<file path="src/hw/rtl/slaf_pkg.sv">
// Shared types, constants and the microcode program for the slew limited angle follower.
// Has no dependencies; every other file imports it.
`timescale 1ns / 1ps
`default_nettype none

package slaf_pkg;

  localparam int unsigned ANGLE_W = 16;
  localparam int unsigned TIME_W  = 16;
  localparam int unsigned RATE_W  = 17;
  localparam int unsigned CFGD_W  = 16;
  localparam int unsigned OFF_W   = 15;
  localparam int unsigned SUM_W   = 18;
  localparam int unsigned PROD_W  = 32;
  localparam int unsigned PC_W    = 4;
  localparam int unsigned CNT_W   = 4;
  localparam int unsigned IDX_W   = 2;
  localparam int unsigned QUO_BITS = 16;

  localparam logic [ANGLE_W-1:0] FULL_TURN = 16'd46080;
  localparam logic [ANGLE_W-1:0] HALF_TURN = 16'd23040;

  // Register indexes of the configuration port.
  localparam logic [IDX_W-1:0] REG_MAX_RATE          = 2'd0;
  localparam logic [IDX_W-1:0] REG_MAX_ACCEL         = 2'd1;
  localparam logic [IDX_W-1:0] REG_FULL_ACCEL_OFFSET = 2'd2;

  localparam logic [CFGD_W-1:0] RST_MAX_RATE          = 16'd23040;
  localparam logic [CFGD_W-1:0] RST_MAX_ACCEL         = 16'd1280;
  localparam logic [OFF_W-1:0]  RST_FULL_ACCEL_OFFSET = 15'd5760;

  localparam logic [CNT_W-1:0] LOOP_LAST = CNT_W'(QUO_BITS - 1);

  typedef enum logic [3:0] {
    OP_NOP,
    OP_DIFF,
    OP_SHORT,
    OP_CLAMP,
    OP_MUL,
    OP_DIV,
    OP_ACCEL,
    OP_SAT,
    OP_SMUL,
    OP_ADV,
    OP_WRAP1,
    OP_WRAP2,
    OP_FAOZ
  } op_e;

  typedef enum logic [2:0] {
    CD_NEXT,
    CD_JFZ,
    CD_LOOP,
    CD_JMP,
    CD_END
  } cond_e;

  typedef struct packed {
    op_e             op;
    cond_e           cond;
    logic [PC_W-1:0] target;
    logic            load_cnt;
  } uword_t;

  typedef struct packed {
    logic [CFGD_W-1:0] max_rate;
    logic [CFGD_W-1:0] max_accel;
    logic [OFF_W-1:0]  full_accel_offset;
  } cfg_t;

  typedef struct packed {
    logic en;
    op_e  op;
    logic commit;
  } ctrl_t;

  typedef struct packed {
    logic fao_zero;
  } status_t;

  localparam logic [PC_W-1:0] PC_ACCEL = 4'd5;
  localparam logic [PC_W-1:0] PC_FAOZ  = 4'd11;

  // The program. Step 4 repeats once per quotient bit.
  function automatic uword_t ucode_rom(input logic [PC_W-1:0] pc);
    uword_t w;
    case (pc)
      4'd0:    w = '{OP_DIFF,  CD_NEXT, '0,       1'b0};
      4'd1:    w = '{OP_SHORT, CD_NEXT, '0,       1'b0};
      4'd2:    w = '{OP_CLAMP, CD_JFZ,  PC_FAOZ,  1'b0};
      4'd3:    w = '{OP_MUL,   CD_NEXT, '0,       1'b1};
      4'd4:    w = '{OP_DIV,   CD_LOOP, '0,       1'b0};
      4'd5:    w = '{OP_ACCEL, CD_NEXT, '0,       1'b0};
      4'd6:    w = '{OP_SAT,   CD_NEXT, '0,       1'b0};
      4'd7:    w = '{OP_SMUL,  CD_NEXT, '0,       1'b0};
      4'd8:    w = '{OP_ADV,   CD_NEXT, '0,       1'b0};
      4'd9:    w = '{OP_WRAP1, CD_NEXT, '0,       1'b0};
      4'd10:   w = '{OP_WRAP2, CD_END,  '0,       1'b0};
      4'd11:   w = '{OP_FAOZ,  CD_JMP,  PC_ACCEL, 1'b0};
      default: w = '{OP_NOP,   CD_END,  '0,       1'b0};
    endcase
    return w;
  endfunction

endpackage

`default_nettype wire

</file>
<file path="src/hw/rtl/slaf_if.sv">
// Handshake channel interfaces for ticks, results and configuration writes.
// Depends on slaf_pkg for field widths.
`timescale 1ns / 1ps
`default_nettype none

interface slaf_in_if import slaf_pkg::*; ();
  logic               valid;
  logic               ready;
  logic [ANGLE_W-1:0] target_angle;
  logic [TIME_W-1:0]  tick_time;
  modport source(output valid, output target_angle, output tick_time, input ready);
  modport sink(input valid, input target_angle, input tick_time, output ready);
endinterface

interface slaf_out_if import slaf_pkg::*; ();
  logic                     valid;
  logic                     ready;
  logic [ANGLE_W-1:0]       needle_angle;
  logic signed [RATE_W-1:0] rotation_rate;
  modport source(output valid, output needle_angle, output rotation_rate, input ready);
  modport sink(input valid, input needle_angle, input rotation_rate, output ready);
endinterface

interface slaf_cfg_if import slaf_pkg::*; ();
  logic              valid;
  logic              ready;
  logic [IDX_W-1:0]  index;
  logic [CFGD_W-1:0] data;
  modport source(output valid, output index, output data, input ready);
  modport sink(input valid, input index, input data, output ready);
endinterface

`default_nettype wire

</file>
<file path="src/hw/rtl/slaf_sequencer.sv">
// Microcode sequencer: step counter, loop counter and jump logic over the program ROM.
// Depends on slaf_pkg for the control word and the program.
`timescale 1ns / 1ps
`default_nettype none

module slaf_sequencer import slaf_pkg::*; (
  input  wire logic    clk_i,
  input  wire logic    rst_ni,
  input  wire logic    start_i,
  input  wire logic    hold_i,
  input  wire status_t status_i,
  output logic         busy_o,
  output ctrl_t        ctrl_o
);

  logic            busy_q, busy_d;
  logic [PC_W-1:0] pc_q, pc_d;
  logic [CNT_W-1:0] cnt_q, cnt_d;
  uword_t          uw;
  logic            en;

  assign uw = ucode_rom(pc_q);
  // The last step waits while the previous result is still unclaimed.
  assign en = busy_q && !(uw.cond == CD_END && hold_i);

  always_comb begin
    busy_d = busy_q;
    pc_d   = pc_q;
    cnt_d  = cnt_q;
    if (start_i) begin
      busy_d = 1'b1;
      pc_d   = '0;
    end else if (en) begin
      if (uw.load_cnt) begin
        cnt_d = LOOP_LAST;
      end
      case (uw.cond)
        CD_NEXT: pc_d = pc_q + 1'b1;
        CD_JFZ:  pc_d = status_i.fao_zero ? uw.target : pc_q + 1'b1;
        CD_LOOP: begin
          if (cnt_q != '0) begin
            cnt_d = cnt_q - 1'b1;
          end else begin
            pc_d = pc_q + 1'b1;
          end
        end
        CD_JMP:  pc_d = uw.target;
        CD_END:  busy_d = 1'b0;
        default: busy_d = 1'b0;
      endcase
    end
  end

  always_ff @(posedge clk_i or negedge rst_ni) begin
    if (!rst_ni) begin
      busy_q <= 1'b0;
      pc_q   <= '0;
      cnt_q  <= '0;
    end else begin
      busy_q <= busy_d;
      pc_q   <= pc_d;
      cnt_q  <= cnt_d;
    end
  end

  assign busy_o = busy_q;
  assign ctrl_o = '{en: en, op: uw.op, commit: en && (uw.cond == CD_END)};

endmodule

`default_nettype wire

</file>
<file path="src/hw/rtl/slaf_datapath.sv">
// Datapath of the follower: one shared 16x16 multiplier, a restoring divide step,
// adders for offset, rate and angle, and the needle state. Depends on slaf_pkg.
`timescale 1ns / 1ps
`default_nettype none

module slaf_datapath import slaf_pkg::*; (
  input  wire logic               clk_i,
  input  wire logic               rst_ni,
  input  wire logic               load_i,
  input  wire logic [ANGLE_W-1:0] target_angle_i,
  input  wire logic [TIME_W-1:0]  tick_time_i,
  input  wire cfg_t               cfg_i,
  input  wire ctrl_t              ctrl_i,
  output status_t                 status_o,
  output logic [ANGLE_W-1:0]      needle_angle_o,
  output logic signed [RATE_W-1:0] rotation_rate_o
);

  localparam logic signed [SUM_W-1:0] FT_S   = $signed({2'b00, FULL_TURN});
  localparam logic signed [SUM_W-1:0] HALF_S = $signed({2'b00, HALF_TURN});

  logic [ANGLE_W-1:0]       tgt_q, tgt_fold;
  logic [TIME_W-1:0]        time_q;
  logic signed [SUM_W-1:0]  off_q, sum_q;
  logic [OFF_W-1:0]         m_q;
  logic [PROD_W-1:0]        prod_q;
  logic [ANGLE_W-1:0]       angle_q;
  logic signed [RATE_W-1:0] rate_q;

  logic signed [SUM_W-1:0]  off_neg, acc, step_s, rate_x, mr_s, mr_neg, wrapped;
  logic [SUM_W-1:0]         off_abs;
  logic [OFF_W-1:0]         off_mag, m_next;
  logic signed [RATE_W-1:0] rate_neg;
  logic [ANGLE_W-1:0]       rate_mag;
  logic [15:0]              mul_a, mul_b;
  logic [PROD_W-1:0]        product;
  logic [15:0]              r2, r_sub, fao_x;
  logic                     ge;

  assign tgt_fold = (target_angle_i >= FULL_TURN) ? target_angle_i - FULL_TURN
                                                  : target_angle_i;

  // Offset magnitude never exceeds half a turn, so it fits the offset register width.
  assign off_neg = -off_q;
  assign off_abs = off_q[SUM_W-1] ? off_neg : off_q;
  assign off_mag = off_abs[OFF_W-1:0];
  assign m_next  = (off_mag > cfg_i.full_accel_offset) ? cfg_i.full_accel_offset : off_mag;

  assign rate_neg = -rate_q;
  assign rate_mag = rate_q[RATE_W-1] ? rate_neg[ANGLE_W-1:0] : rate_q[ANGLE_W-1:0];

  always_comb begin
    if (ctrl_i.op == OP_SMUL) begin
      mul_a = rate_mag;
      mul_b = time_q;
    end else begin
      mul_a = cfg_i.max_accel;
      mul_b = {1'b0, m_q};
    end
  end
  assign product = mul_a * mul_b;

  // One quotient bit per step; the remainder sits in the upper half of prod_q.
  assign fao_x = {1'b0, cfg_i.full_accel_offset};
  assign r2    = {prod_q[30:16], prod_q[15]};
  assign ge    = r2 >= fao_x;
  assign r_sub = r2 - fao_x;

  always_comb begin
    if (off_q > 0) begin
      acc = $signed({2'b00, prod_q[15:0]});
    end else if (off_q < 0) begin
      acc = -$signed({2'b00, prod_q[15:0]});
    end else begin
      acc = '0;
    end
  end

  assign rate_x = {rate_q[RATE_W-1], rate_q};
  assign mr_s   = $signed({2'b00, cfg_i.max_rate});
  assign mr_neg = -mr_s;
  assign step_s = rate_q[RATE_W-1] ? -$signed({2'b00, prod_q[31:16]})
                                   : $signed({2'b00, prod_q[31:16]});

  always_comb begin
    if (sum_q < 0) begin
      wrapped = sum_q + FT_S;
    end else if (sum_q >= FT_S) begin
      wrapped = sum_q - FT_S;
    end else begin
      wrapped = sum_q;
    end
  end

  always_ff @(posedge clk_i) begin
    if (load_i) begin
      tgt_q  <= tgt_fold;
      time_q <= tick_time_i;
    end
    if (ctrl_i.en) begin
      case (ctrl_i.op)
        OP_DIFF:  off_q <= $signed({2'b00, tgt_q}) - $signed({2'b00, angle_q});
        OP_SHORT: begin
          if (off_q > HALF_S) begin
            off_q <= off_q - FT_S;
          end else if (off_q <= -HALF_S) begin
            off_q <= off_q + FT_S;
          end
        end
        OP_CLAMP: m_q <= m_next;
        OP_MUL:   prod_q <= product;
        OP_DIV:   prod_q <= {(ge ? r_sub : r2), prod_q[14:0], ge};
        OP_FAOZ:  prod_q[15:0] <= cfg_i.max_accel;
        OP_ACCEL: sum_q <= rate_x + acc;
        OP_SMUL:  prod_q <= product;
        OP_ADV:   sum_q <= $signed({2'b00, angle_q}) + step_s;
        OP_WRAP1: sum_q <= wrapped;
        default:  ;
      endcase
    end
  end

  always_ff @(posedge clk_i or negedge rst_ni) begin
    if (!rst_ni) begin
      angle_q <= '0;
      rate_q  <= '0;
    end else if (ctrl_i.en) begin
      if (ctrl_i.op == OP_SAT) begin
        if (sum_q > mr_s) begin
          rate_q <= mr_s[RATE_W-1:0];
        end else if (sum_q < mr_neg) begin
          rate_q <= mr_neg[RATE_W-1:0];
        end else begin
          rate_q <= sum_q[RATE_W-1:0];
        end
      end
      if (ctrl_i.op == OP_WRAP2) begin
        angle_q <= wrapped[ANGLE_W-1:0];
      end
    end
  end

  assign status_o        = '{fao_zero: (cfg_i.full_accel_offset == '0)};
  assign needle_angle_o  = wrapped[ANGLE_W-1:0];
  assign rotation_rate_o = rate_q;

endmodule

`default_nettype wire

</file>
<file path="src/hw/rtl/slew_limited_angle_follower.sv">
// Each input transfer starts the microcode program; its final step commits the result. With
// full_accel_offset 0 the program skips the scaling and division steps. The 16-step restoring
// division of the acceleration scaling, run by the microcode loop step, dominates the run.
// A result waits in an output register; the next tick is taken meanwhile and stalls only
// on its final step if the previous result is still unclaimed.
// Reset (rst_ni low, asynchronous): needle angle and rate clear to 0, registers to defaults.
`timescale 1ns / 1ps
`default_nettype none

module slew_limited_angle_follower import slaf_pkg::*; (
  input  wire logic  clk_i,
  input  wire logic  rst_ni,
  slaf_in_if.sink    in_i,
  slaf_out_if.source out_o,
  slaf_cfg_if.sink   cfg_i
);

  // Configuration registers. Writes must arrive only while the block is idle (not enforced).
  cfg_t    cfg_q, cfg_d;
  ctrl_t   ctrl;
  status_t status;
  logic    busy;
  logic    start;
  logic    hold;
  logic    cfg_xfer;

  logic                     out_valid_q, out_valid_d;
  logic [ANGLE_W-1:0]       out_angle_q;
  logic signed [RATE_W-1:0] out_rate_q;
  logic [ANGLE_W-1:0]       dp_angle;
  logic signed [RATE_W-1:0] dp_rate;

  assign cfg_i.ready = 1'b1;
  assign cfg_xfer    = cfg_i.valid && cfg_i.ready;

  always_comb begin
    cfg_d = cfg_q;
    if (cfg_xfer) begin
      case (cfg_i.index)
        REG_MAX_RATE:          cfg_d.max_rate          = cfg_i.data;
        REG_MAX_ACCEL:         cfg_d.max_accel         = cfg_i.data;
        REG_FULL_ACCEL_OFFSET: cfg_d.full_accel_offset = cfg_i.data[OFF_W-1:0];
        default:               ;
      endcase
    end
  end

  always_ff @(posedge clk_i or negedge rst_ni) begin
    if (!rst_ni) begin
      cfg_q <= '{max_rate: RST_MAX_RATE, max_accel: RST_MAX_ACCEL,
                 full_accel_offset: RST_FULL_ACCEL_OFFSET};
    end else begin
      cfg_q <= cfg_d;
    end
  end

  // One tick is worked at a time; a new one is taken as soon as the program ends.
  assign in_i.ready = !busy;
  assign start      = in_i.valid && in_i.ready;
  // The final step must not overwrite a result that has not been transferred yet.
  assign hold       = out_valid_q && !out_o.ready;

  slaf_sequencer u_seq (
    .clk_i    (clk_i),
    .rst_ni   (rst_ni),
    .start_i  (start),
    .hold_i   (hold),
    .status_i (status),
    .busy_o   (busy),
    .ctrl_o   (ctrl)
  );

  slaf_datapath u_dp (
    .clk_i           (clk_i),
    .rst_ni          (rst_ni),
    .load_i          (start),
    .target_angle_i  (in_i.target_angle),
    .tick_time_i     (in_i.tick_time),
    .cfg_i           (cfg_q),
    .ctrl_i          (ctrl),
    .status_o        (status),
    .needle_angle_o  (dp_angle),
    .rotation_rate_o (dp_rate)
  );

  // The output register is loaded by the final step and cleared once transferred.
  always_comb begin
    out_valid_d = out_valid_q;
    if (ctrl.commit) begin
      out_valid_d = 1'b1;
    end else if (out_o.ready) begin
      out_valid_d = 1'b0;
    end
  end

  always_ff @(posedge clk_i or negedge rst_ni) begin
    if (!rst_ni) begin
      out_valid_q <= 1'b0;
    end else begin
      out_valid_q <= out_valid_d;
    end
  end

  always_ff @(posedge clk_i) begin
    if (ctrl.commit) begin
      out_angle_q <= dp_angle;
      out_rate_q  <= dp_rate;
    end
  end

  assign out_o.valid         = out_valid_q;
  assign out_o.needle_angle  = out_angle_q;
  assign out_o.rotation_rate = out_rate_q;

`ifndef SYNTHESIS
  a_commit_not_held: assert property (@(posedge clk_i) disable iff (!rst_ni)
    ctrl.commit |-> !hold)
    else $error("result committed over an untransferred result");
  a_start_then_busy: assert property (@(posedge clk_i) disable iff (!rst_ni)
    start |=> busy)
    else $error("accepted tick did not start the program");
  a_valid_from_commit: assert property (@(posedge clk_i) disable iff (!rst_ni)
    $rose(out_valid_q) |-> $past(ctrl.commit))
    else $error("result appeared without a commit");
  a_angle_range: assert property (@(posedge clk_i) disable iff (!rst_ni)
    out_valid_q |-> (out_angle_q < FULL_TURN))
    else $error("needle angle outside one turn");
`endif

endmodule

`default_nettype wire
</file>
<file path="src/flat_wrapper.sv">
// flat-port wrapper written by rule: the top's interface ports become plain ports
module slew_limited_angle_follower_flat import slaf_pkg::*;
  (clk_i, rst_ni, in_i_valid, in_i_target_angle, in_i_tick_time, in_i_ready, out_o_valid, out_o_needle_angle, out_o_rotation_rate, out_o_ready, cfg_i_valid, cfg_i_index, cfg_i_data, cfg_i_ready);
  slaf_in_if in_i_i ();
  slaf_out_if out_o_i ();
  slaf_cfg_if cfg_i_i ();
  input  wire logic clk_i;
  input  wire logic rst_ni;
  input wire logic [$bits(in_i_i.valid)-1:0] in_i_valid;
  input wire logic [$bits(in_i_i.target_angle)-1:0] in_i_target_angle;
  input wire logic [$bits(in_i_i.tick_time)-1:0] in_i_tick_time;
  output wire logic [$bits(in_i_i.ready)-1:0] in_i_ready;
  output wire logic [$bits(out_o_i.valid)-1:0] out_o_valid;
  output wire logic [$bits(out_o_i.needle_angle)-1:0] out_o_needle_angle;
  output wire logic [$bits(out_o_i.rotation_rate)-1:0] out_o_rotation_rate;
  input wire logic [$bits(out_o_i.ready)-1:0] out_o_ready;
  input wire logic [$bits(cfg_i_i.valid)-1:0] cfg_i_valid;
  input wire logic [$bits(cfg_i_i.index)-1:0] cfg_i_index;
  input wire logic [$bits(cfg_i_i.data)-1:0] cfg_i_data;
  output wire logic [$bits(cfg_i_i.ready)-1:0] cfg_i_ready;
  assign in_i_i.valid = in_i_valid;
  assign in_i_i.target_angle = in_i_target_angle;
  assign in_i_i.tick_time = in_i_tick_time;
  assign in_i_ready = in_i_i.ready;
  assign out_o_valid = out_o_i.valid;
  assign out_o_needle_angle = out_o_i.needle_angle;
  assign out_o_rotation_rate = out_o_i.rotation_rate;
  assign out_o_i.ready = out_o_ready;
  assign cfg_i_i.valid = cfg_i_valid;
  assign cfg_i_i.index = cfg_i_index;
  assign cfg_i_i.data = cfg_i_data;
  assign cfg_i_ready = cfg_i_i.ready;
  slew_limited_angle_follower u_core (.clk_i(clk_i), .rst_ni(rst_ni), .in_i(in_i_i), .out_o(out_o_i), .cfg_i(cfg_i_i));
endmodule
</file>
<file path="config.mk">
export PLATFORM = sky130hd
export DESIGN_NAME = slew_limited_angle_follower_flat
export DESIGN_NICKNAME = d
export VERILOG_FILES = /design/src/hw/rtl/slaf_pkg.sv /design/src/hw/rtl/slaf_if.sv /design/src/hw/rtl/slaf_sequencer.sv /design/src/hw/rtl/slaf_datapath.sv /design/src/hw/rtl/slew_limited_angle_follower.sv /design/src/flat_wrapper.sv
export SDC_FILE = /design/constraint.sdc
export NUM_CORES = 1
export LEC_CHECK = 0
export ABC_AREA = 1
export BUFFER_PORTS_ARGS = -buffer_cell sky130_fd_sc_hd__buf_2
export CAP_MARGIN = 20
export CORE_ASPECT_RATIO = 0.9
export CORE_MARGIN = 10
export CORE_UTILIZATION = 42
export CTS_CLUSTER_DIAMETER = 60
export DETAILED_ROUTE_END_ITERATION = 6
export PLACE_DENSITY = 0.65
export SLEW_MARGIN = 25
export SYNTH_ARGS = -nofsm -noshare
export SYNTH_HDL_FRONTEND = slang
export SYNTH_SLANG_ARGS = --single-unit
</file>
<file path="constraint.sdc">
create_clock -name clk_i -period 17.3 [get_ports clk_i]
set_input_delay 3.46 -clock clk_i [delete_from_list [all_inputs] [get_ports clk_i]]
set_output_delay 3.46 -clock clk_i [all_outputs]
set_load 0.02 [all_outputs]
</file>
==> impl_metrics.env <==
export IMPL_outcome="completed"
export IMPL_relSlewSlack_pct=33.0
export IMPL_period_utilization_pct=50.3
export IMPL_gr_max_usage_layer="met2"
export IMPL_post_synthesis_simple_gate_area_fraction_pct=24.5
export IMPL_synth_top_area_share_pct=16.9
export IMPL_setup_tns_final_ns=0
export IMPL_count_of_tritonroute_iterations_in_the_first_routing_pass=5
export IMPL_timing_critical_path_required_ns=17.56
export IMPL_final_seq_area_sq_um=6710
export IMPL_area_of_the_core_region_sq_um=61700
export IMPL_post_synthesis_instance_area_sq_um=26300
export IMPL_grt_max_degree=57
export IMPL_layout_area_overhead_vs_synth_pct=9.61
export IMPL_syn_instance_count=3482
export IMPL_grt_use_met3_pct=6.46
export IMPL_drt_wl_total_um=85100
export IMPL_dieArea_sq_um=73100
export IMPL_worstSetupEndpointType="flop"
export IMPL_yosys_top_cells_count="850 x nand2_1, 589 x inv_1, 311 x nor2_1, 239 x ha_1, 222 x o21ai_0"
export IMPL_clock_input_transition_at_the_sequential_cells_of_the_worst_setup_and_hold_paths_ns=0.06
export IMPL_worstSetupPathType="reg -> reg"
export IMPL_critical_path_slowest_stage_cell="nor2_1"
export IMPL_cp_slowest_stage_delay_ns=0.73
export IMPL_grt_antenna_before_repair=2
export IMPL_start_util_pct=42.7
export IMPL_timing_critical_path_arrival_ns=8.96
export IMPL_instance_count_along_the_most_critical_hold_path=2
export IMPL_unrepaired_setup_endpoints_after_global_routing="no"
export IMPL_crit_reg2reg_launch="u_core.u_seq.pc_q[0]"
export IMPL_post_cts_setup_buffers=0
export IMPL_finalHoldWorstSlack_ns=0.488
export IMPL_grt_first_pass_wirelength_um=132000
export IMPL_crit_fanout=56
export IMPL_cts_repair_resized=0
export IMPL_hold_viol_final=0
export IMPL_worst_setup_path_start_kind="flop"
export IMPL_cts_root_buffer="clkbuf_16"
export IMPL_r2r_cells=30
export IMPL_die_h_um=257
export IMPL_min_delay_path_class="reg -> reg"
export IMPL_first_global_vias=22600
export IMPL_cell_mode_on_critical_path="fa_1"
export IMPL_ys_ff_latch=238
export IMPL_port_buffers=89
export IMPL_yosysSeqAreaShare_pct=25.5
export IMPL_io_pins=91
export IMPL_max_clock_path_buffers=3
export IMPL_postSynth_asyncResetShare_pct=37.8
export IMPL_fill_cells=6144
export IMPL_cell_with_the_most_instances_after_synthesis="nand2_1"
export IMPL_placement_stage_cell_area_sq_um=27600
export IMPL_r2r_end="u_core.u_dp.prod_q[21]"
export IMPL_ant_nets=0
export IMPL_yosys_mux_area_fraction_pct=0.0381
export IMPL_core_rowCount=86
export IMPL_synth_enable_flop_cells=148
export IMPL_timing_hold_worst_start="u_core.cfg_q[22]"
export IMPL_final_layout_size_suffix_gt1_share_pct=7.09
export IMPL_routedWlPerCell_um=19.2
export IMPL_skew_ns=0.0384
export IMPL_synth_xor_xnor_area_share_pct=2.80
export IMPL_finalWorstPathRequiredPeriod_ns=8.70
export IMPL_ys_flop_type="edfxtp_1"
export IMPL_final_gp_congestion=0.964
export IMPL_min_delay_worst_endpoint="u_core.cfg_q[22]"
export IMPL_grt_util_all_layers_pct=22.9
export IMPL_synth_top_family_by_area="adder cells"
export IMPL_grt_overflow_total=0
export IMPL_detailedRoute_firstIterationViolations=2421
export IMPL_syn_num_nets=3975
export IMPL_detail_route_drc_violations=0
export IMPL_cts_inserted_buffers=35
export IMPL_post_synth_top_area_cell="edfxtp_1"
export IMPL_layout_cell_area_non_filler_sq_um=28800
export IMPL_drv_max_cap_violation_count=0
export IMPL_post_cts_hold_buffer_count=0
export IMPL_met1_usage_pct=32.2
export IMPL_fin_nets=4052
export IMPL_post_synth_fa_ha_maj_area_fraction_pct=26.5
export IMPL_avgViaCountPerCell=5.36
export IMPL_count_of_non_filler_cells_in_the_finished_layout=4421
export IMPL_maxClockFrequency_ghz=0.115
export IMPL_cts_tree="built"
export IMPL_setup_viol_count_final=0
export IMPL_ys_types=55
export IMPL_yosys_warnings=0
export IMPL_fp_dieW_um=284
export IMPL_global_route_usage_met2_pct=34.2
export IMPL_worst_slew_pin_transition_ns=1.00
export IMPL_yosys_top_cells_area="edfxtp_1 17%, fa_1 15%, nand2_1 12%"
export IMPL_finalMaxSlewViolations=0
export IMPL_htree_num_levels=2
export IMPL_dp_cells=4358
export IMPL_multi_input_gate_area_in_the_final_layout_sq_um=16900
export IMPL_regToRegSetupSlack_ns=8.60
export IMPL_post_synth_cell_area_avg_sq_um=7.55
export IMPL_cts_num_sinks=238
export IMPL_share_of_the_synthesized_area_in_compound_gates_ao_oa_aoi_oai_pct=10.5
export IMPL_vias=23700
export IMPL_clock_insertion_delay_worst_skew_ns=0.57
export IMPL_place_hpwl_um=69000
## cell type report
| class | instances | area share [%] |
|---|---|---|
| Antenna cell | 1 | 0.00868 |
| Clock buffer | 40 | 3.21 |
| Clock inverter | 22 | 0.972 |
| Inverter | 613 | 7.98 |
| Multi-Input combinational cell | 2558 | 58.8 |
| Sequential cell | 238 | 23.3 |
| Tap cell | 836 | 3.63 |
| Timing Repair Buffer | 113 | 2.18 |
## worst max-delay path, delay by kind of cell, from the launching register on
kind	cells	cell delay, ns
AO/OA/AOI/OAI	1	0.11
adder cells (fa/ha/maj)	9	4.00
buffers and inverters	7	1.23
flip-flops	1	0.43
AND/OR/NAND/NOR	13	2.53
## worst max path at each step
stage	from	to	slack [ns]	depth (start not counted)
CTS	u_core.u_seq.pc_q[0]	u_core.u_dp.prod_q[21]	8.53	33
floorplan	u_core.u_seq.pc_q[0]	u_core.u_dp.prod_q[21]	10.58	28
global placement	u_core.u_seq.pc_q[1]	u_core.u_dp.prod_q[20]	8.67	33
finish	u_core.u_seq.pc_q[0]	u_core.u_dp.prod_q[21]	8.60	30
global route	u_core.u_seq.pc_q[0]	u_core.u_dp.prod_q[21]	8.08	30
detailed placement	u_core.u_seq.pc_q[0]	u_core.u_dp.prod_q[21]	8.57	33
## sequential cells by signal, indices dropped and copies added (netlist names)
register	flops
u_core.u_seq.pc_q	4
u_core.u_dp.angle_q	16
u_core.cfg_q	47
u_core.u_dp.tgt_q	16
u_core.out_o.rotation_rate	17
u_core.u_dp.time_q	16
u_core.u_dp.rotation_rate_o	17
u_core.out_o.needle_angle	16
u_core.u_seq.busy_o	1
u_core.u_seq.cnt_q	4
u_core.u_dp.prod_q	32
u_core.u_dp.sum_q	18
u_core.out_o.valid	1
u_core.u_dp.off_q	18
u_core.u_dp.m_q	15
## stage by stage
step	worst slack [ns]	util (%)
after floorplan	10.58	-
after global placement	8.67	44.8
after detailed placement	8.57	44.8
after CTS	8.53	46.7
after global routing	8.08	46.8
final	8.60	46.8
## per-layer routing
layer / part of all wire, % / vias to the layer above
met5: 0.015 / -
met2: 43 / 925
li1: - / 11400
met3: 10 / 125
met4: 2.3 / 4
met1: 45 / 11300
## placed cells by master, fill, tap and decap left out, types with 5 or more instances in the layout
master	count
a21o_1	9
a21oi_1	176
a31oi_1	7
buf_2	88
buf_4	25
clkbuf_16	36
clkinv_1	8
dfrtp_1	80
dfstp_2	10
edfxtp_1	148
fa_1	199
ha_1	239
inv_1	588
inv_2	20
inv_8	5
nand2_1	849
nand3_1	219
nand3b_1	16
nand4_1	50
nor2_1	311
nor3_1	32
nor4_1	12
o211ai_1	16
o21a_1	7
o21ai_0	222
o21ai_1	8
o21ai_2	23
o21bai_1	8
o22ai_1	10
o31ai_1	5
or2_2	20
xnor2_1	24
xor2_1	60
## cell families (layout without fill, tap and decap cells)
kind of cell	count (synthesis)	count (layout)
AO/OA/AOI/OAI	502	502
flip-flops	238	238
adder cells (fa/ha/maj)	438	438
XOR/XNOR	84	84
buffers and inverters	686	788
AND/OR/NAND/NOR	1532	1532
multiplexers	1	1
other	1	2
Power is left out: the tool's default activity adds up to more than one toggle a clock period on the data nets, which glitch-free logic cannot reach.
